===== src/design/lpof_pkg.sv =====
// shared types, widths and constants of the line pattern occurrence filter
// no dependencies; used by every module of the block
`timescale 1ns / 1ps

package lpof_pkg;

	localparam int PATTERN_MAX_DEF      = 8;
	localparam int LINE_NUMBER_BITS_DEF = 32;

	localparam int PATTERN_BYTES_MAX = 8;
	localparam int BYTE_W            = 8;
	localparam int LEN_W             = 4;
	localparam int PATTERN_W         = 64;
	localparam int TARGET_W          = 10;
	localparam int COUNT_W           = 11;
	localparam int SINCE_W           = 4;
	localparam int OUT_W             = 32;
	localparam int CFG_INDEX_W       = 2;
	localparam int CFG_DATA_W        = 64;

	localparam logic [BYTE_W-1:0]  NEWLINE_BYTE = 8'd10;
	localparam logic [BYTE_W-1:0]  ZERO_BYTE    = 8'd0;
	localparam logic [COUNT_W-1:0] COUNT_MAX    = 11'd2047;
	localparam logic [SINCE_W-1:0] SINCE_MAX    = 4'd15;

	typedef enum logic [CFG_INDEX_W-1:0] {
		REG_PATTERN_LENGTH = 2'd0,
		REG_PATTERN_BYTES  = 2'd1,
		REG_TARGET_COUNT   = 2'd2
	} cfg_reg_t;

	typedef struct packed {
		logic [BYTE_W-1:0] text_byte;
		logic              end_of_text;
	} item_t;

	typedef struct packed {
		logic [LEN_W-1:0]     pattern_length;
		logic [PATTERN_W-1:0] pattern_bytes;
		logic [TARGET_W-1:0]  target_count;
	} cfg_t;

	typedef struct packed {
		logic             hit;
		logic [OUT_W-1:0] line_number;
	} res_t;

endpackage


===== src/design/line_pattern_occurrence_filter.sv =====
// top level of the line pattern occurrence filter
// depends on lpof_pkg, lpof_cfg_regs, lpof_in_stage, lpof_matcher, lpof_out_reg
`timescale 1ns / 1ps

// Counts leftmost, non-overlapping occurrences of a pattern of up to eight
// bytes in each newline-terminated line of a byte stream, and emits the
// line number of every line whose count equals a nonzero target_count. One
// item is taken per cycle for as long as out_ready stays high: an item is
// latched in the input register, then, once the result register is free,
// the window compare and the counter update run and a selected line number
// enters the result register, which raises out_valid for the item closing
// the line. The result register is the only stall point; while a result
// waits, the input register still takes one more item.
// end_of_text closes a non-empty final line and restarts numbering at 1.
// Configuration is written through cfg_write, cfg_index and cfg_data; the
// user must write it only while no item is in flight (not enforced here).
module line_pattern_occurrence_filter #(
	parameter int PATTERN_MAX      = lpof_pkg::PATTERN_MAX_DEF,
	parameter int LINE_NUMBER_BITS = lpof_pkg::LINE_NUMBER_BITS_DEF
) (
	input  logic                             clk,
	input  logic                             arst_n,
	input  logic                             cfg_write,
	input  logic [lpof_pkg::CFG_INDEX_W-1:0] cfg_index,
	input  logic [lpof_pkg::CFG_DATA_W-1:0]  cfg_data,
	input  logic                             in_valid,
	output logic                             in_ready,
	input  logic [lpof_pkg::BYTE_W-1:0]      text_byte,
	input  logic                             end_of_text,
	output logic                             out_valid,
	input  logic                             out_ready,
	output logic [lpof_pkg::OUT_W-1:0]       line_number
);

	lpof_pkg::cfg_t  cfg;
	lpof_pkg::item_t item_s1;
	lpof_pkg::res_t  res;
	logic            fire;
	logic            out_free;

	lpof_cfg_regs u_cfg_regs (
		.clk       (clk),
		.arst_n    (arst_n),
		.cfg_write (cfg_write),
		.cfg_index (cfg_index),
		.cfg_data  (cfg_data),
		.cfg       (cfg)
	);

	lpof_in_stage u_in_stage (
		.clk         (clk),
		.arst_n      (arst_n),
		.in_valid    (in_valid),
		.in_ready    (in_ready),
		.text_byte   (text_byte),
		.end_of_text (end_of_text),
		.out_free    (out_free),
		.fire        (fire),
		.item_s1     (item_s1)
	);

	lpof_matcher #(
		.PATTERN_MAX      (PATTERN_MAX),
		.LINE_NUMBER_BITS (LINE_NUMBER_BITS)
	) u_matcher (
		.clk     (clk),
		.arst_n  (arst_n),
		.fire    (fire),
		.item_s1 (item_s1),
		.cfg     (cfg),
		.res     (res)
	);

	lpof_out_reg u_out_reg (
		.clk         (clk),
		.arst_n      (arst_n),
		.fire        (fire),
		.res         (res),
		.out_ready   (out_ready),
		.out_valid   (out_valid),
		.line_number (line_number),
		.out_free    (out_free)
	);

endmodule


===== src/design/lpof_cfg_regs.sv =====
// configuration registers: pattern length, pattern bytes, target count
// depends on lpof_pkg
`timescale 1ns / 1ps

module lpof_cfg_regs (
	input  logic                               clk,
	input  logic                               arst_n,
	input  logic                               cfg_write,
	input  logic [lpof_pkg::CFG_INDEX_W-1:0]   cfg_index,
	input  logic [lpof_pkg::CFG_DATA_W-1:0]    cfg_data,
	output lpof_pkg::cfg_t                     cfg
);

	lpof_pkg::cfg_t cfg_q;

	always_ff @(posedge clk or negedge arst_n) begin
		if (!arst_n) begin
			cfg_q.pattern_length <= '0;
			cfg_q.pattern_bytes  <= '0;
			cfg_q.target_count   <= lpof_pkg::TARGET_W'(1);
		end else if (cfg_write) begin
			unique case (cfg_index)
				lpof_pkg::REG_PATTERN_LENGTH: begin
					cfg_q.pattern_length <= cfg_data[lpof_pkg::LEN_W-1:0];
				end
				lpof_pkg::REG_PATTERN_BYTES: begin
					cfg_q.pattern_bytes <= cfg_data[lpof_pkg::PATTERN_W-1:0];
				end
				lpof_pkg::REG_TARGET_COUNT: begin
					cfg_q.target_count <= cfg_data[lpof_pkg::TARGET_W-1:0];
				end
				default: begin
					// unused index, write dropped
				end
			endcase
		end
	end

	assign cfg = cfg_q;

endmodule


===== src/design/lpof_in_stage.sv =====
// input register stage: holds one item until the matcher can take it
// depends on lpof_pkg
`timescale 1ns / 1ps

module lpof_in_stage (
	input  logic                        clk,
	input  logic                        arst_n,
	input  logic                        in_valid,
	output logic                        in_ready,
	input  logic [lpof_pkg::BYTE_W-1:0] text_byte,
	input  logic                        end_of_text,
	input  logic                        out_free,
	output logic                        fire,
	output lpof_pkg::item_t             item_s1
);

	logic valid_s1;

	assign fire     = valid_s1 && out_free;
	assign in_ready = !valid_s1 || out_free;

	always_ff @(posedge clk or negedge arst_n) begin
		if (!arst_n) begin
			valid_s1 <= 1'b0;
		end else if (in_ready) begin
			valid_s1 <= in_valid;
		end
	end

	always_ff @(posedge clk) begin
		if (in_valid && in_ready) begin
			item_s1.text_byte   <= text_byte;
			item_s1.end_of_text <= end_of_text;
		end
	end

endmodule


===== src/design/lpof_matcher.sv =====
// line state, masked window compare, match counter and line close decision
// depends on lpof_pkg
`timescale 1ns / 1ps

module lpof_matcher #(
	parameter int PATTERN_MAX      = lpof_pkg::PATTERN_MAX_DEF,
	parameter int LINE_NUMBER_BITS = lpof_pkg::LINE_NUMBER_BITS_DEF
) (
	input  logic            clk,
	input  logic            arst_n,
	input  logic            fire,
	input  lpof_pkg::item_t item_s1,
	input  lpof_pkg::cfg_t  cfg,
	output lpof_pkg::res_t  res
);

	localparam int WIN_BYTES = (PATTERN_MAX < lpof_pkg::PATTERN_BYTES_MAX) ?
		PATTERN_MAX : lpof_pkg::PATTERN_BYTES_MAX;
	localparam int WIN_BITS  = WIN_BYTES * lpof_pkg::BYTE_W;
	localparam logic [lpof_pkg::LEN_W-1:0] WIN_LEN = lpof_pkg::LEN_W'(WIN_BYTES);
	localparam logic [LINE_NUMBER_BITS-1:0] LINE_MAX = '1;
	localparam logic [LINE_NUMBER_BITS-1:0] LINE_ONE = LINE_NUMBER_BITS'(1);

	logic [WIN_BITS-1:0]                  recent_q, recent_d, recent_shift;
	logic [lpof_pkg::SINCE_W-1:0]         since_q, since_d, since_inc;
	logic [lpof_pkg::COUNT_W-1:0]         count_q, count_d, count_inc;
	logic [LINE_NUMBER_BITS-1:0]          line_q, line_d, line_inc;
	logic                                 zero_q, zero_d, zero_next;
	logic                                 has_q, has_d;
	logic [lpof_pkg::LEN_W-1:0]           len_used;
	logic [WIN_BYTES-1:0]                 byte_ok;
	logic                                 match;
	logic                                 close_sel;
	logic                                 is_newline;

	assign is_newline   = item_s1.text_byte == lpof_pkg::NEWLINE_BYTE;
	assign recent_shift = WIN_BITS'({recent_q, item_s1.text_byte});
	assign since_inc    = (since_q == lpof_pkg::SINCE_MAX) ? since_q :
		since_q + lpof_pkg::SINCE_W'(1);
	assign count_inc    = (count_q == lpof_pkg::COUNT_MAX) ? count_q :
		count_q + lpof_pkg::COUNT_W'(1);
	assign line_inc     = (line_q == LINE_MAX) ? line_q : line_q + LINE_ONE;
	assign zero_next    = zero_q || (item_s1.text_byte == lpof_pkg::ZERO_BYTE);
	assign len_used     = (cfg.pattern_length > WIN_LEN) ? WIN_LEN : cfg.pattern_length;
	assign close_sel    = (cfg.target_count != '0) &&
		(count_q == lpof_pkg::COUNT_W'(cfg.target_count));

	// bytes at or beyond the pattern length are masked out
	always_comb begin
		for (int i = 0; i < WIN_BYTES; i++) begin
			byte_ok[i] = (lpof_pkg::LEN_W'(i) >= len_used) ||
				(recent_shift[i*lpof_pkg::BYTE_W +: lpof_pkg::BYTE_W] ==
				 cfg.pattern_bytes[i*lpof_pkg::BYTE_W +: lpof_pkg::BYTE_W]);
		end
	end

	assign match = !zero_next && (len_used != '0) &&
		(since_inc >= len_used) && (&byte_ok);

	always_comb begin
		recent_d = recent_q;
		since_d  = since_q;
		count_d  = count_q;
		line_d   = line_q;
		zero_d   = zero_q;
		has_d    = has_q;
		res.hit  = 1'b0;
		res.line_number = lpof_pkg::OUT_W'(line_q);
		if (fire) begin
			priority if (item_s1.end_of_text) begin
				res.hit  = has_q && close_sel;
				recent_d = '0;
				since_d  = '0;
				count_d  = '0;
				zero_d   = 1'b0;
				has_d    = 1'b0;
				line_d   = LINE_ONE;
			end else if (is_newline) begin
				// empty lines close too and advance the number
				res.hit  = close_sel;
				recent_d = '0;
				since_d  = '0;
				count_d  = '0;
				zero_d   = 1'b0;
				has_d    = 1'b0;
				line_d   = line_inc;
			end else begin
				recent_d = recent_shift;
				zero_d   = zero_next;
				has_d    = 1'b1;
				if (match) begin
					count_d = count_inc;
					since_d = '0;
				end else begin
					since_d = since_inc;
				end
			end
		end
	end

	always_ff @(posedge clk or negedge arst_n) begin
		if (!arst_n) begin
			recent_q <= '0;
			since_q  <= '0;
			count_q  <= '0;
			line_q   <= LINE_ONE;
			zero_q   <= 1'b0;
			has_q    <= 1'b0;
		end else begin
			recent_q <= recent_d;
			since_q  <= since_d;
			count_q  <= count_d;
			line_q   <= line_d;
			zero_q   <= zero_d;
			has_q    <= has_d;
		end
	end

endmodule


===== src/design/lpof_out_reg.sv =====
// result register: holds one line number until the consumer takes it
// depends on lpof_pkg
`timescale 1ns / 1ps

module lpof_out_reg (
	input  logic                       clk,
	input  logic                       arst_n,
	input  logic                       fire,
	input  lpof_pkg::res_t             res,
	input  logic                       out_ready,
	output logic                       out_valid,
	output logic [lpof_pkg::OUT_W-1:0] line_number,
	output logic                       out_free
);

	logic                       out_valid_q;
	logic [lpof_pkg::OUT_W-1:0] line_number_q;

	assign out_free = !out_valid_q || out_ready;

	always_ff @(posedge clk or negedge arst_n) begin
		if (!arst_n) begin
			out_valid_q <= 1'b0;
		end else if (fire) begin
			out_valid_q <= res.hit;
		end else if (out_ready) begin
			out_valid_q <= 1'b0;
		end
	end

	always_ff @(posedge clk) begin
		if (fire && res.hit) begin
			line_number_q <= res.line_number;
		end
	end

	assign out_valid   = out_valid_q;
	assign line_number = line_number_q;

endmodule


===== config.mk =====
export PLATFORM = sky130hd
export DESIGN_NAME = line_pattern_occurrence_filter
export DESIGN_NICKNAME = d
export VERILOG_FILES = /design/src/design/lpof_pkg.sv /design/src/design/line_pattern_occurrence_filter.sv /design/src/design/lpof_cfg_regs.sv /design/src/design/lpof_in_stage.sv /design/src/design/lpof_matcher.sv /design/src/design/lpof_out_reg.sv
export SDC_FILE = /design/constraint.sdc
export NUM_CORES = 1
export LEC_CHECK = 0
export ABC_AREA = 1
export BUFFER_PORTS_ARGS = -buffer_cell sky130_fd_sc_hd__buf_2
export CELL_PAD_IN_SITES_DETAIL_PLACEMENT = 1
export CELL_PAD_IN_SITES_GLOBAL_PLACEMENT = 1
export CORE_ASPECT_RATIO = 1.75
export CORE_MARGIN = 5
export CORE_UTILIZATION = 45
export DETAILED_ROUTE_END_ITERATION = 7
export PLACE_DENSITY_LB_ADDON = 0.1
export SLEW_MARGIN = 20
export SYNTH_ARGS = -nofsm -noshare
export SYNTH_HDL_FRONTEND = slang
export SYNTH_SLANG_ARGS = --single-unit

===== constraint.sdc =====
create_clock -name clk -period 4.4 [get_ports clk]
set_clock_uncertainty 0.1 [all_clocks]
set_input_delay 0.44 -clock clk [delete_from_list [all_inputs] [get_ports clk]]
set_output_delay 0.44 -clock clk [all_outputs]
set_load 0.03 [all_outputs]

Word level (Yosys, flattened, before mapping)
Cells that the tools add are included.

Register bits: 226. Word-level logic and storage cells: 102. Bits of input ports: 80.

Eq/ne operators: 17. $add $sub $neg: 3. Multiplexer cells: 23. Magnitude comparators: 10. Reduce and logical (&&, ||, !) cells: 35.

Operators by type and width (count): two-way mux 56 bit (2); two-way mux 32 bit (3); equality test 8 bit (8); two-way mux 11 bit (4); adder 32 x 1 -> 32 bit (second input constant) (1); equality test 32 bit (second input constant) (1); two-way mux 4 bit (5); >= comparator 3 x 4 -> 1 bit (first input constant) (4); adder 11 x 1 -> 11 bit (second input constant) (1); equality test 11 x 10 -> 1 bit (1); equality test 11 bit (second input constant) (1); logical OR 1 bit (11); nonzero test 10 bit (1); two-way mux 1 bit (9); equality test 8 x 4 -> 1 bit (second input constant) (1); >= comparator 1 x 4 -> 1 bit (first input constant) (2); >= comparator 2 x 4 -> 1 bit (first input constant) (2); logical AND 1 bit (8); zero test 8 bit (1); AND reduction 8 bit (1); AND reduction 2 bit (3); AND reduction 3 bit (2); adder 4 x 1 -> 4 bit (second input constant) (1); equality test 4 bit (second input constant) (1); 11 further kinds (14).

Logic depth before layout (Yosys ltp)
Gate-level depths: netlist (run 1).

Word-level depth: 9. Mapped depth: 16. Gate-level depth less buffers: 16.

Hierarchy
From an unflattened synthesis (run 1), not the netlist that was laid out.

Cell total of the unflattened synthesis: 1262. Area, all modules: 11051.8 um^2.

By module, submodules not included: lpof_matcher (area each 6459.9 um^2, seq. area each 2628.8 um^2, cells each 856, instances 1); lpof_cfg_regs (area each 3256.9 um^2, seq. area each 1953.1 um^2, cells each 349, instances 1); lpof_out_reg (area each 1012.2 um^2, seq. area each 985.9 um^2, cells each 40, instances 1); lpof_in_stage (area each 322.8 um^2, seq. area each 295.3 um^2, cells each 17, instances 1).

Least setup slack after synthesis (run 1)
No wires, ideal clock.

Path kind: reg-to-reg. Start point: reg u_out_reg.out_valid_q, in the netlist u_out_reg.out_valid. End point: reg u_out_reg.line_number_q, in the netlist u_out_reg.line_number[0] (enable). Data arrival time: 2.601 ns. Buffers on the path: 2. Library setup time: 0.421 ns. Path slack: 1.278 ns. Stages on the path, launching flop included: 10. Cell sequence: dfrtp_1 -> inv_1 -> nor2_1 -> inv_1 -> nand2_1 -> buf_2 -> nor2_1 -> inv_1 -> buf_2 -> nor2_1.

Longest elaborated chain between the ends: 5.

RTL lines: start, declared (line lpof_out_reg.sv:16) `logic out_valid_q;`; start signal, assigned (line lpof_out_reg.sv:25) `out_valid_q <= res.hit;`; zero test 1 bit (*) (line lpof_out_reg.sv:19) `assign out_free = !out_valid_q || out_ready;`; logical OR 1 bit (*) (line lpof_out_reg.sv:19); logical AND 1 bit (*) (line lpof_in_stage.sv:19) `assign fire = valid_s1 && out_free;`; two-way mux 1 bit (line lpof_matcher.sv:69) `if (fire) begin`; logical AND 1 bit (*) (line lpof_out_reg.sv:32) `if (fire && res.hit) begin`; end signal, assigned (line lpof_out_reg.sv:33) `line_number_q <= res.line_number;`; end, declared (line lpof_out_reg.sv:17) `logic [lpof_pkg::OUT_W-1:0] line_number_q;`.

Mark *: on every way between the ends. The rest lies on a longest branch, timed or not. A chain may end at the register's enable or synchronous reset.

Final worst setup path (run 1)
Start point: reg u_matcher.since_q[0] (netlist name). End point: reg u_matcher.count_q[4] (netlist name).

Longest elaborated chain between the ends: 7.

RTL lines: start, declared (line lpof_matcher.sv:25) `logic [lpof_pkg::SINCE_W-1:0] since_q, since_d, since_inc;`; start signal, assigned (line lpof_matcher.sv:111) `since_q <= since_d;`; adder 4 x 1 -> 4 bit or equality test 4 bit (tied branches) (line lpof_matcher.sv:39, lpof_matcher.sv:38); two-way mux 4 bit (*) (line lpof_matcher.sv:38) `assign since_inc = (since_q == lpof_pkg::SINCE_MAX) ? since_q :`; >= comparator 4 bit (*) (line lpof_matcher.sv:58) `(since_inc >= len_used) && (&byte_ok);`; logical AND 1 bit (*) (line lpof_matcher.sv:57) `assign match = !zero_next && (len_used != '0) &&`; logical AND 1 bit (*) (line lpof_matcher.sv:58); nonzero test 3 bit (no source line) (*); AND reduction 3 bit (no source line) (*); end signal, assigned (line lpof_matcher.sv:112) `count_q <= count_d;`; end, declared (line lpof_matcher.sv:26) `logic [lpof_pkg::COUNT_W-1:0] count_q, count_d, count_inc;`.

Marked as above.

==> results.md, run 1 <==
- Critical Path Start: u_matcher.since_q[0]
- Largest net degree at the start of global routing: 95
- Reg2reg start: u_matcher.since_q[0]
- Peak VDD IR: 392 uV
- Slew HR: 0.281
- RSZ-0062 raised after global routing: no
- Via density: 5.24
- Area occupied by multi-input gates: 4140 um^2
- Fillcell total: 2671
- Avg Inst Size Synth: 9.49 um^2
- Worst hold path class: input port to flip-flop
- GRT Total Usage: 0.206
- Mapped Cells: 1127
- Net Count, Synth: 1214
- Crit share post-route: 0.669
- Avg WL per Cell: 17.7 um
- Reg clk slew, reported paths: 0.07 ns
- Most common cell in the netlist: nand2_1
- Fmax: 340 MHz
- Place WS: 1.37 ns
- Hpwl dp: 20500 um
- Final #Nets: 1334
- Most common library cells after synthesis: 260 x nand2_1, 183 x dfrtp_1, 128 x inv_1
- Total Power: 5.13 mW
- Initial antenna violation count: 0
- Critical path launch point type: flip-flop
- Crit-path max FO: 12
- FP Rows: 74
- Maximum clock path buffer count: 3
- Main flop type after synthesis: dfrtp_1
- Overflow after GRT: 0
- Max_cap viols: 0
- Req. time, crit path: 4.76 ns
- WP data arrival: 3.30 ns
- Post-Route Setup TNS: 0 ns
- Starting Density: 0.457
- CTS tree: yes
- Least-Margin Pin Slew: 1.08 ns
- Chip height: 214 um
- EDFF count, synth: 41
- Post-DRT Antenna Nets: 0
- Antenna Cells: 0
- Seq cells post-synth: 226
- Vias in the first global route: 9082
- Die area: 27100 um^2
- Chip width: 127 um
- Min Tclk post-route: 2.94 ns
- DR iter-0 viols: 388
- Root Buffer: clkbuf_16
- Later-pin clock latency in the skew report: 0.53 ns
- Yosys cell types: 41
- Sequential-to-total area share from yosys stat: 0.548
- Cell Area, Synth: 10700 um^2
- Post-synth ARST share: 0.819
- Clock H-tree levels: 1
- Global-route wire length before repair: 45500 um
- Final setup fails: 0
- Pwr dens: 413 nW/um^2
- Total routed wirelength: 27800 um
- Gpl congestion: 0.908
- Area delta synth->final: 16.1%
- Final Core Density: 0.530
- Storage element area: 5860 um^2
- CORE AREA: 23400 um^2
- Synth warn: 0
- Top cells by area, synth: dfrtp_1 43%, edfxtp_1 12%, nand2_1 9.1%, xnor2_1 5.2%, inv_1 4.5%
- Final Slew Violations: 0
- CTS Sinks: 226
- Final instance area: 12400 um^2
- Status: complete, no violations
- Min-delay src: cfg_data[29]
- Worst Path Class, Setup: flip-flop to flip-flop
- Largest area contributor in the netlist: dfrtp_1
- Post-DP Area: 11500 um^2
- CP endpoint kind: flip-flop
- Share of layout cells above drive strength 1: 0.191
- Clock buffer count from CTS: 23
- # DRC: 0
- Leakage: 5.53 nW
- Post-CTS setup buffers: 0
- Final worst setup slack: 1.46 ns
- Port bufs: 113
- # IOs: 114
- Vias: 8217
- Synth top area share: 0.428
- TritonRoute pass-1 iters: 6
- Final hold violations: 0
-- critical path, stage by stage (launching register included) --
cell	delay, ns
dfrtp_1	0.38
ha_1	0.17
nand2_1	0.07
nor2_1	0.16
inv_1	0.08
nand2_1	0.06
o21ai_0	0.13
ha_1	0.33
inv_1	0.04
o21bai_1	0.13
nand3_1	0.08
and3_1	0.16
nor2_1	0.16
nand4_2	0.35
nand2_2	0.32
nand2_1	0.09
nand2_1	0.06
-- path summary, 6_finish.rpt --
kind | end | slack [ns] | depth (start not counted)
max | u_matcher.count_q[4] | 1.46 | 16
min | u_cfg_regs.cfg[39] | 0.04 | 2
max reg2reg | u_matcher.count_q[4] | 1.46 | 16
min reg2reg | u_matcher.recent_q[49] | 0.41 | 2
max in group asynchronous | u_cfg_regs.cfg[0] | 2.72 | 3
min in group asynchronous | u_matcher.line_q[6] | 0.43 | 2
-- layout make-up --
cell class,instances,area share
tap,304,0.0306
clock buffer,28,0.0486
sequential,226,0.472
multi-input combinational,730,0.333
clock inverter,14,0.0145
timing repair buffer,131,0.0601
inverter,135,0.0408
-- metal layers --
| metal | global-route usage | routed length, um | share of wire | vias to the layer above |
|---|---|---|---|---|
| met5 | 0 | 0 | 0 | - |
| met4 | 0.0830 | 1090 | 0.039 | 0 |
| met3 | 0.0202 | 762 | 0.027 | 55 |
| met2 | 0.414 | 16000 | 0.58 | 146 |
| met1 | 0.211 | 9880 | 0.36 | 4085 |
| li1 | - | - | - | 3931 |
-- kinds of logic (layout without fill, tap and decap cells) --
| logic type | Yosys count | count (layout) | share of synthesized area |
|---|---|---|---|
| AND/OR/NAND/NOR | 450 | 450 | 0.184 |
| flip-flops | 226 | 226 | 0.548 |
| buffers and inverters | 171 | 308 | 0.0662 |
| AO/OA/AOI/OAI | 152 | 152 | 0.0851 |
| XOR/XNOR | 81 | 81 | 0.0663 |
| multiplexers | 40 | 40 | 0.0421 |
| adder cells (fa/ha/maj) | 7 | 7 | 0.00819 |
-- registers in the layout, indices dropped and copies added (netlist names), 4 cells and up --
name                   count
u_in_stage.item_s1         9
u_matcher.line_q          32
u_matcher.count_q         11
u_matcher.since_q          4
u_out_reg.line_number     32
u_cfg_regs.cfg            78
u_matcher.recent_q        56
-- placed cells by master, fill, tap and decap left out, types with 15 or more instances in the layout --
cell type / count
nand2_1: 260
dfrtp_1: 183
inv_1: 128
buf_2: 112
nor2_1: 79
xnor2_1: 63
o21ai_0: 55
o22ai_1: 43
nand3_1: 42
edfxtp_1: 41
mux2_2: 40
clkbuf_16: 23
xor2_1: 18
a21oi_1: 18
o31ai_1: 18
nand4_1: 16
nor3_1: 15
-- timing repair --
action / in CTS / in global routing
hold endpoints to repair: 101 / 0
gates resized for setup: 0 / 0
hold buffers: 10 / 0
endpoints found under the setup margin: 0 / 0
-- through the flow --
| stage | instances | hold slack (ns) |
|---|---|---|
| CTS | 1568 | 0.0193 |
| floorplan | 1127 | 0.0444 |
| global route | 1568 | 0.0336 |
| global placement | 1516 | 0.389 |
| finish | 1568 | 0.0394 |
| detailed placement | 1516 | 0.401 |
-- where the power goes --
group	switching (mW)	internal [mW]	total [mW]	leakage, nW
Combinational	0.346	0.284	0.630	2.33
Clock	0.837	1.22	2.05	0.380
Sequential	0.145	2.30	2.45	2.82
Total	1.33	3.81	5.13	5.53
Power figures use the tool's default switching activity.
==> inputs of run 2 (changes only) <==
--- a/config.mk
+++ b/config.mk
@@ -5,7 +5,7 @@
 export SDC_FILE = /design/constraint.sdc
 export NUM_CORES = 1
 export LEC_CHECK = 0
-export ABC_AREA = 1
+export ABC_AREA = 0
 export BUFFER_PORTS_ARGS = -buffer_cell sky130_fd_sc_hd__buf_2
 export CELL_PAD_IN_SITES_DETAIL_PLACEMENT = 1
 export CELL_PAD_IN_SITES_GLOBAL_PLACEMENT = 1
==> constraint.sdc (replaced) <==
create_clock -name clk -period 3 [get_ports clk]
set_clock_uncertainty 0.1 [all_clocks]
set_input_delay 0.3 -clock clk [delete_from_list [all_inputs] [get_ports clk]]
set_output_delay 0.3 -clock clk [all_outputs]
set_load 0.03 [all_outputs]
==> run 2 against run 1 <==
- flip-flop and latch count did not move
- total power rose by 40%
- sequential share of layout area fell by 0.29 points
- design area rose by 0.62%
- utilization rose by 4.1 points
- critical path type unchanged
==> results.md, run 2 <==
- Status: complete, no violations
- Clock H-tree levels: 1 (unchanged)
- Share of layout cells above drive strength 1: 0.252 (+0.0616)
- Largest net degree at the start of global routing: 79 (-17%)
- Sequential-to-total area share from yosys stat: 0.591 (+0.0426)
- CP top delay family: simple AND/OR/NAND/NOR gates
- Mapped Cells: 864 (-23%)
- # DRC: 0 (unchanged)
- Leakage: 5.27 nW (-4.8%)
- Synth warn: 0 (unchanged)
- Pwr dens: 576 nW/um^2 (+39%)
- Global-route wire length before repair: 42200 um (-7.2%)
- Worst path cell trace: xor2_1 -> nor4_2 -> buf_4 -> a21oi_1 -> or4_4 -> nor4_4 -> buf_4 -> nand2_4 -> or4_1 -> a21oi_1
- Min Tclk post-route: 2.89 ns (-0.0560 ns)
- Most common cell in the netlist: dfrtp_1
- Sw Pwr: 1.81 mW (+36%)
- Port bufs: 113 (unchanged)
- Post-Route Setup TNS: 0 ns (unchanged)
- Main flop type after synthesis: dfrtp_1
- Commonest non-fill, non-tap cell in the layout: dfrtp_1
- Seq cells post-synth: 226 (unchanged)
- Post-synth ARST share: 0.819 (unchanged)
- Overflow after GRT: 0 (unchanged)
- Gpl congestion: 0.812 (-11%)
- Max_cap viols: 0 (unchanged)
- Yosys cell types: 44 (+7.3%)
- Avg WL per Cell: 18.6 um (+5.2%)
- Vias in the first global route: 7933 (-13%)
- Sw frac: 0.251 (-0.00750)
- GRT Total Usage: 0.212 (+0.00513)
- Top cells by area, synth: dfrtp_1 46%, edfxtp_1 12%, mux2_2 8.8%, nand2_1 5.4%, xor2_1 5.0%
- Total Power: 7.20 mW (+40%)
- CORE AREA: 21900 um^2 (-6.5%)
- Starting Density: 0.453 (-0.00326)
- Maximum clock path buffer count: 3 (unchanged)
- WP data arrival: 3.21 ns (-0.09 ns)
- Final setup fails: 0 (unchanged)
- Total routed wirelength: 25800 um (-7.2%)
- Crit share post-route: 0.963 (+0.294)
- Seq pwr share: 0.503 (+0.026)
- Most common library cells after synthesis: 183 x dfrtp_1, 143 x nand2_1, 78 x mux2_2
- Placed cells: 1264 (-17%)
- Met2 Track Usage GR: 0.409 (-0.00451)
- Initial antenna violation count: 0 (unchanged)
- Final worst setup slack: 0.112 ns (-1.34 ns)
- Max reg flops: 78 (unchanged)
- Later-pin clock latency in the skew report: 0.49 ns (-0.04 ns)
- Final hold violations: 0 (unchanged)
- Worst hold path class: input port to flip-flop
- Slew HR: 0.303 (+0.0213)
- Final Non-Filler Cells: 1382 (-12%)
- Peak VDD IR: 535 uV (+36%)
- Area delta synth->final: 25.9%
- Met3 Resource Use GR: 0.0225 (+0.00226)
- FP Rows: 72 (-2.7%)
- CTS tree: yes
- TritonRoute pass-1 iters: 4 (-2)
- Avg Inst Size Synth: 11.5 um^2 (+21%)
- Fmax: 346 MHz (+1.9%)
- Reg clk slew, reported paths: 0.06 ns (about the same)
- Worst Path Class, Setup: flip-flop to flip-flop
- Least-Margin Pin Slew: 1.04 ns (-0.0380 ns)
- Critical path's largest stage delay: 0.45 ns (+0.07 ns)
- RSZ-0062 raised after global routing: yes
- CTS Sinks: 226 (unchanged)
- Final instance area: 12500 um^2 (+0.62%)
- Crit-path max FO: 5 (-7)
- Final Slew Violations: 0 (unchanged)
- # IOs: 114 (unchanged)
- Place WS: -0.111 ns (-1.48 ns)
- Most Crowded Layer GR: met2
- Vias: 7181 (-13%)
- GR Util met1: 0.238 (+0.0268)
- Root Buffer: clkbuf_16
- EDFF count, synth: 41 (unchanged)
- Chip height: 206 um (-3.5%)
- Crit path max-delay cell type: or4_4
- Antenna Cells: 0 (unchanged)
- Via density: 5.20 (-0.85%)
- Largest area contributor in the netlist: dfrtp_1
- Die area: 25200 um^2 (-6.8%)
- CP endpoint kind: flip-flop
- Net Count, Synth: 951 (-22%)
- Chip width: 122 um (-3.4%)
- Post-DP Area: 11000 um^2 (-4.6%)
- Cell Area, Synth: 9930 um^2 (-7.2%)
- Clock buffer count from CTS: 22 (-4.3%)
- Synth top area share: 0.461 (+0.0333)
- DR iter-0 viols: 320 (-18%)
- Req. time, crit path: 3.32 ns (-1.44 ns)
- Clk pwr share: 0.367 (-0.033)
- Post-DRT Antenna Nets: 0 (unchanged)
- Combinational share of power: 0.130 (+0.007)
- Commonest non-fill, non-tap cells in the layout: 183 x dfrtp_1, 142 x nand2_1, 112 x buf_2, 77 x mux2_2, 74 x dlygate4sd3_1
- Critical path launch point type: flip-flop
- Internal power: 5.39 mW (+42%)
- Hpwl dp: 17500 um (-14%)
- Final #Nets: 1158 (-13%)
- CP Buf/Inv Count: 2 (unchanged)
## run 2: stage by stage
step | util | hold slack, ns
after detailed placement | 0.503 | 0.201
after CTS | 0.568 | 0.0208
after global routing | 0.571 | 0.0323
final | 0.571 | 0.0462
after global placement | 0.503 | 0.201
after floorplan | - | -0.0956
## run 2: power groups by stage
stage | sequential [mW] | clock, mW | combinational, mW
floorplan | 3.60 | 0 | 0.567
global placement | 3.67 | 0 | 0.815
detailed placement | 3.68 | 0 | 0.847
CTS | 3.63 | 2.71 | 0.932
global route | 3.66 | 2.86 | 1.04
finish | 3.62 | 2.64 | 0.933
## run 2: what timing repair did
action,in CTS,in global routing
buffers inserted,0,4
hold endpoints to repair,136,0
setup endpoints to repair,5,12
gates resized for setup,1,6
cloned,0,1
pin swaps,0,4
hold buffers,74,0
## run 2: cell type report
type	instances	area, um^2
multi-input cells	600	3990
clock inverters	8	43.8
flip-flops and latches	226	5860
inverters	5	18.8
fillers	2333	9390
repair buffers	216	1570
well taps	296	370
clock buffers	31	647
## run 2: worst register-to-register path: cells and delay by family (launching register included)
| family | cells | cell delay (ns) |
|---|---|---|
| AOI/OAI and AO/OA | 2 | 0.22 |
| DFF | 1 | 0.41 |
| and+or+nand+nor | 5 | 1.54 |
| xor gates and xnor gates | 1 | 0.18 |
| buffers and inverters | 2 | 0.36 |
## run 2: logic make-up (layout without fill, tap and decap cells)
group                      count (synthesis)  count (layout)  synth area share
adders and majority gates                  7               7           0.00882
DFF                                      226             226             0.591
AOI/OAI and AO/OA                        112             112            0.0624
xor gates and xnor gates                 101             101            0.0891
buffers and inverters                     39             260            0.0155
and+or+nand+nor                          301             302             0.145
muxes                                     78              78            0.0885
## run 2: worst paths after layout
check | end | from | slack, ns | cells past startpoint
max | u_matcher.count_q[8] | u_matcher.recent_q[34] | 0.11 | 10
min | u_cfg_regs.cfg[0] | cfg_data[0] | 0.05 | 2
max reg2reg | u_matcher.count_q[8] | u_matcher.recent_q[34] | 0.11 | 10
min reg2reg | u_out_reg.line_number[19] | u_matcher.line_q[19] | 0.40 | 0
max in group asynchronous | u_matcher.recent_q[39] | arst_n | 1.69 | 3
min in group asynchronous | u_matcher.line_q[25] | arst_n | 0.23 | 2
## run 2: metal layers
metal,share of wire,vias up
li1,-,3424
met1,0.37,3589
met2,0.57,133
met3,0.031,35
met4,0.028,0
met5,0,-
==> inputs of run 3 (changes only) <==
==> constraint.sdc (replaced) <==
create_clock -name clk -period 3 [get_ports clk]
set_clock_uncertainty 0.1 [all_clocks]
set_input_delay 0.45 -clock clk [delete_from_list [all_inputs] [get_ports clk]]
set_output_delay 0.45 -clock clk [all_outputs]
set_load 0.03 [all_outputs]
==> run 3 against run 2 <==
- global-route usage decreased by 1.5 points
- hold slack got worse by 0.019 ns
- register-to-register slack about the same
- count of clock-buffer cells in the layout increased by 5
- routed wire length decreased by 6.5%
- sequential share of layout area increased by 2.5 points
- cell count decreased by 5.3%
- critical endpoint unchanged
- design area decreased by 5.1%
- first-iteration DRC count decreased by 9.4%
- fmax increased by 0.26%
- highest routed layer unchanged
- flip-flop and latch count unchanged
- critical path depth increased by 2
==> results.md, run 3 (synthesis results as in run 2) <==
- CORE AREA: 21900 um^2 (unchanged)
- Worst Path Class, Setup: flip-flop to flip-flop
- Pwr dens: 606 nW/um^2 (+5.2%)
- # IOs: 114 (unchanged)
- TritonRoute pass-1 iters: 4 (unchanged)
- Req. time, crit path: 3.32 ns (about the same)
- Clock H-tree levels: 1 (unchanged)
- Slew HR: 0.441 (+0.139)
- # DRC: 0 (unchanged)
- CP top delay family: simple AND/OR/NAND/NOR gates
- Max_cap viols: 0 (unchanged)
- Total Power: 7.19 mW (-0.16%)
- Max reg flops: 78 (unchanged)
- Least-Margin Pin Slew: 0.836 ns (-0.201 ns)
- Area delta synth->final: 19.6%
- FP Rows: 72 (unchanged)
- Gpl congestion: 0.788 (-2.9%)
- Status: complete, no violations
- Crit share post-route: 0.960 (-0.00248)
- Overflow after GRT: 0 (unchanged)
- Crit-path max FO: 5 (unchanged)
- Crit path max-delay cell type: dfrtp_1
- Final setup fails: 0 (unchanged)
- Reg clk slew, reported paths: 0.06 ns (about the same)
- Share of layout cells above drive strength 1: 0.275 (+0.0231)
- Largest net degree at the start of global routing: 127 (+61%)
- Final #Nets: 1084 (-6.4%)
- Root Buffer: clkbuf_16
- Fmax: 347 MHz (+0.26%)
- Port bufs: 113 (unchanged)
- CP endpoint kind: flip-flop
- Fillcell total: 2385 (+2.2%)
- Final hold violations: 0 (unchanged)
- Final Core Density: 0.542 (-0.0290)
- Starting Density: 0.453 (unchanged)
- Chip height: 206 um (unchanged)
- Total routed wirelength: 24100 um (-6.5%)
- Worst path cell trace: ha_4 -> nand3_2 -> mux2_4 -> ha_1 -> a21o_1 -> a21o_1 -> a21oi_2 -> nor4_4 -> buf_4 -> nand2_4 -> or4_4 -> a21oi_2
- Commonest non-fill, non-tap cell in the layout: dfrtp_1
- Antenna Cells: 0 (unchanged)
- Vias in the first global route: 7502 (-5.4%)
- Leakage: 5.00 nW (-5.2%)
- GRT Total Usage: 0.196 (-0.0153)
- Hpwl dp: 17400 um (-1.0%)
- CP Buf/Inv Count: 1 (-1)
- Initial antenna violation count: 0 (unchanged)
- Min Tclk post-route: 2.88 ns (-0.00744 ns)
- Maximum clock path buffer count: 3 (unchanged)
- Final Slew Violations: 0 (unchanged)
- Later-pin clock latency in the skew report: 0.50 ns (about the same)
- Final worst setup slack: 0.120 ns (+0.00744 ns)
- Place WS: -0.0392 ns (+0.0719 ns)
- Via density: 5.26 (+1.1%)
- Post-DRT Antenna Nets: 0 (unchanged)
- CTS Sinks: 226 (unchanged)
- Avg WL per Cell: 18.4 um (-1.2%)
- DR iter-0 viols: 290 (-9.4%)
- Peak VDD IR: 632 uV (+18%)
- Vias: 6879 (-4.2%)
- Commonest non-fill, non-tap cells in the layout: 183 x dfrtp_1, 142 x nand2_1, 112 x buf_2, 77 x mux2_2, 66 x o21ai_0
- CTS tree: yes
- WP data arrival: 3.21 ns (about the same)
- Clock buffer count from CTS: 22 (unchanged)
- Critical path launch point type: flip-flop
- Die area: 25200 um^2 (unchanged)
- RSZ-0062 raised after global routing: yes
- Chip width: 122 um (unchanged)
- Global-route wire length before repair: 39200 um (-7.1%)
- Worst hold path class: input port to flip-flop
- Critical path's largest stage delay: 0.44 ns (about the same)
==> run 3: worst register-to-register path, cell delays in order, from the launching register on <==
cell	delay [ns]
dfrtp_1	0.44
ha_4	0.18
nand3_2	0.11
mux2_4	0.32
ha_1	0.28
a21o_1	0.10
a21o_1	0.12
a21oi_2	0.07
nor4_4	0.25
buf_4	0.19
nand2_4	0.08
or4_4	0.44
a21oi_2	0.13
==> run 3: path summary, 6_finish.rpt <==
kind | from | to | slack (ns) | cells past startpoint
worst max-delay path | u_matcher.since_q[1] | u_matcher.count_q[8] | 0.12 | 12
worst max register to register | u_matcher.since_q[1] | u_matcher.count_q[8] | 0.12 | 12
worst min-delay path | text_byte[7] | u_in_stage.item_s1[8] | 0.03 | 1
worst min register to register | u_matcher.has_q | u_matcher.has_q | 0.38 | 1
min in group asynchronous | arst_n | u_cfg_regs.cfg[5] | 0.44 | 2
max in group asynchronous | arst_n | u_matcher.line_q[0] | 1.53 | 3
==> run 3: metal layers <==
metal | track usage | up-vias | wire length, um
met5 | 0 | - | 0
met4 | 0.0481 | 0 | 486
met3 | 0.0230 | 29 | 789
met2 | 0.383 | 114 | 13800
met1 | 0.223 | 3460 | 9040
li1 | - | 3276 | -
==> run 3: per-stage QoR <==
| step | std cells | TNS [ns] | instance area (um^2) | hold WS [ns] |
|---|---|---|---|---|
| global placement | 1262 | 0 | 11000 | 0.357 |
| detailed placement | 1262 | -0.0673 | 11000 | 0.369 |
| CTS | 1307 | 0 | 11800 | 0.00401 |
| floorplan | 864 | 0 | 9950 | 0.0544 |
| finish | 1309 | 0 | 11900 | 0.0270 |
| global route | 1309 | -0.0564 | 11900 | 0.0120 |
==> run 3: repair_timing <==
| item | in CTS | in global routing |
|---|---|---|
| hold buffers | 1 | 0 |
| endpoints found under the hold margin | 62 | 0 |
| pin swaps | 1 | 4 |
| gates cloned | 1 | 0 |
| buffers inserted | 3 | 2 |
| setup endpoints to repair | 4 | 17 |
| gates resized for setup | 2 | 13 |
==> run 3: layout make-up <==
type,instances,area [um^2],share of cell area
tap,296,370,0.0312
sequential,226,5860,0.494
multi-input combinational,600,4030,0.339
clock buffer,36,696,0.0586
inverter,5,18.8,0.00158
clock inverter,4,20.0,0.00169
timing repair buffer,142,871,0.0734
==> run 3: report_power, final <==
part           leakage, nW  internal, mW  total, mW  switching, mW
logic                 1.92         0.447      0.856          0.409
registers             2.72          3.38       3.62          0.237
clock network        0.356          1.58       2.71           1.12
total                 5.00          5.41       7.19           1.77
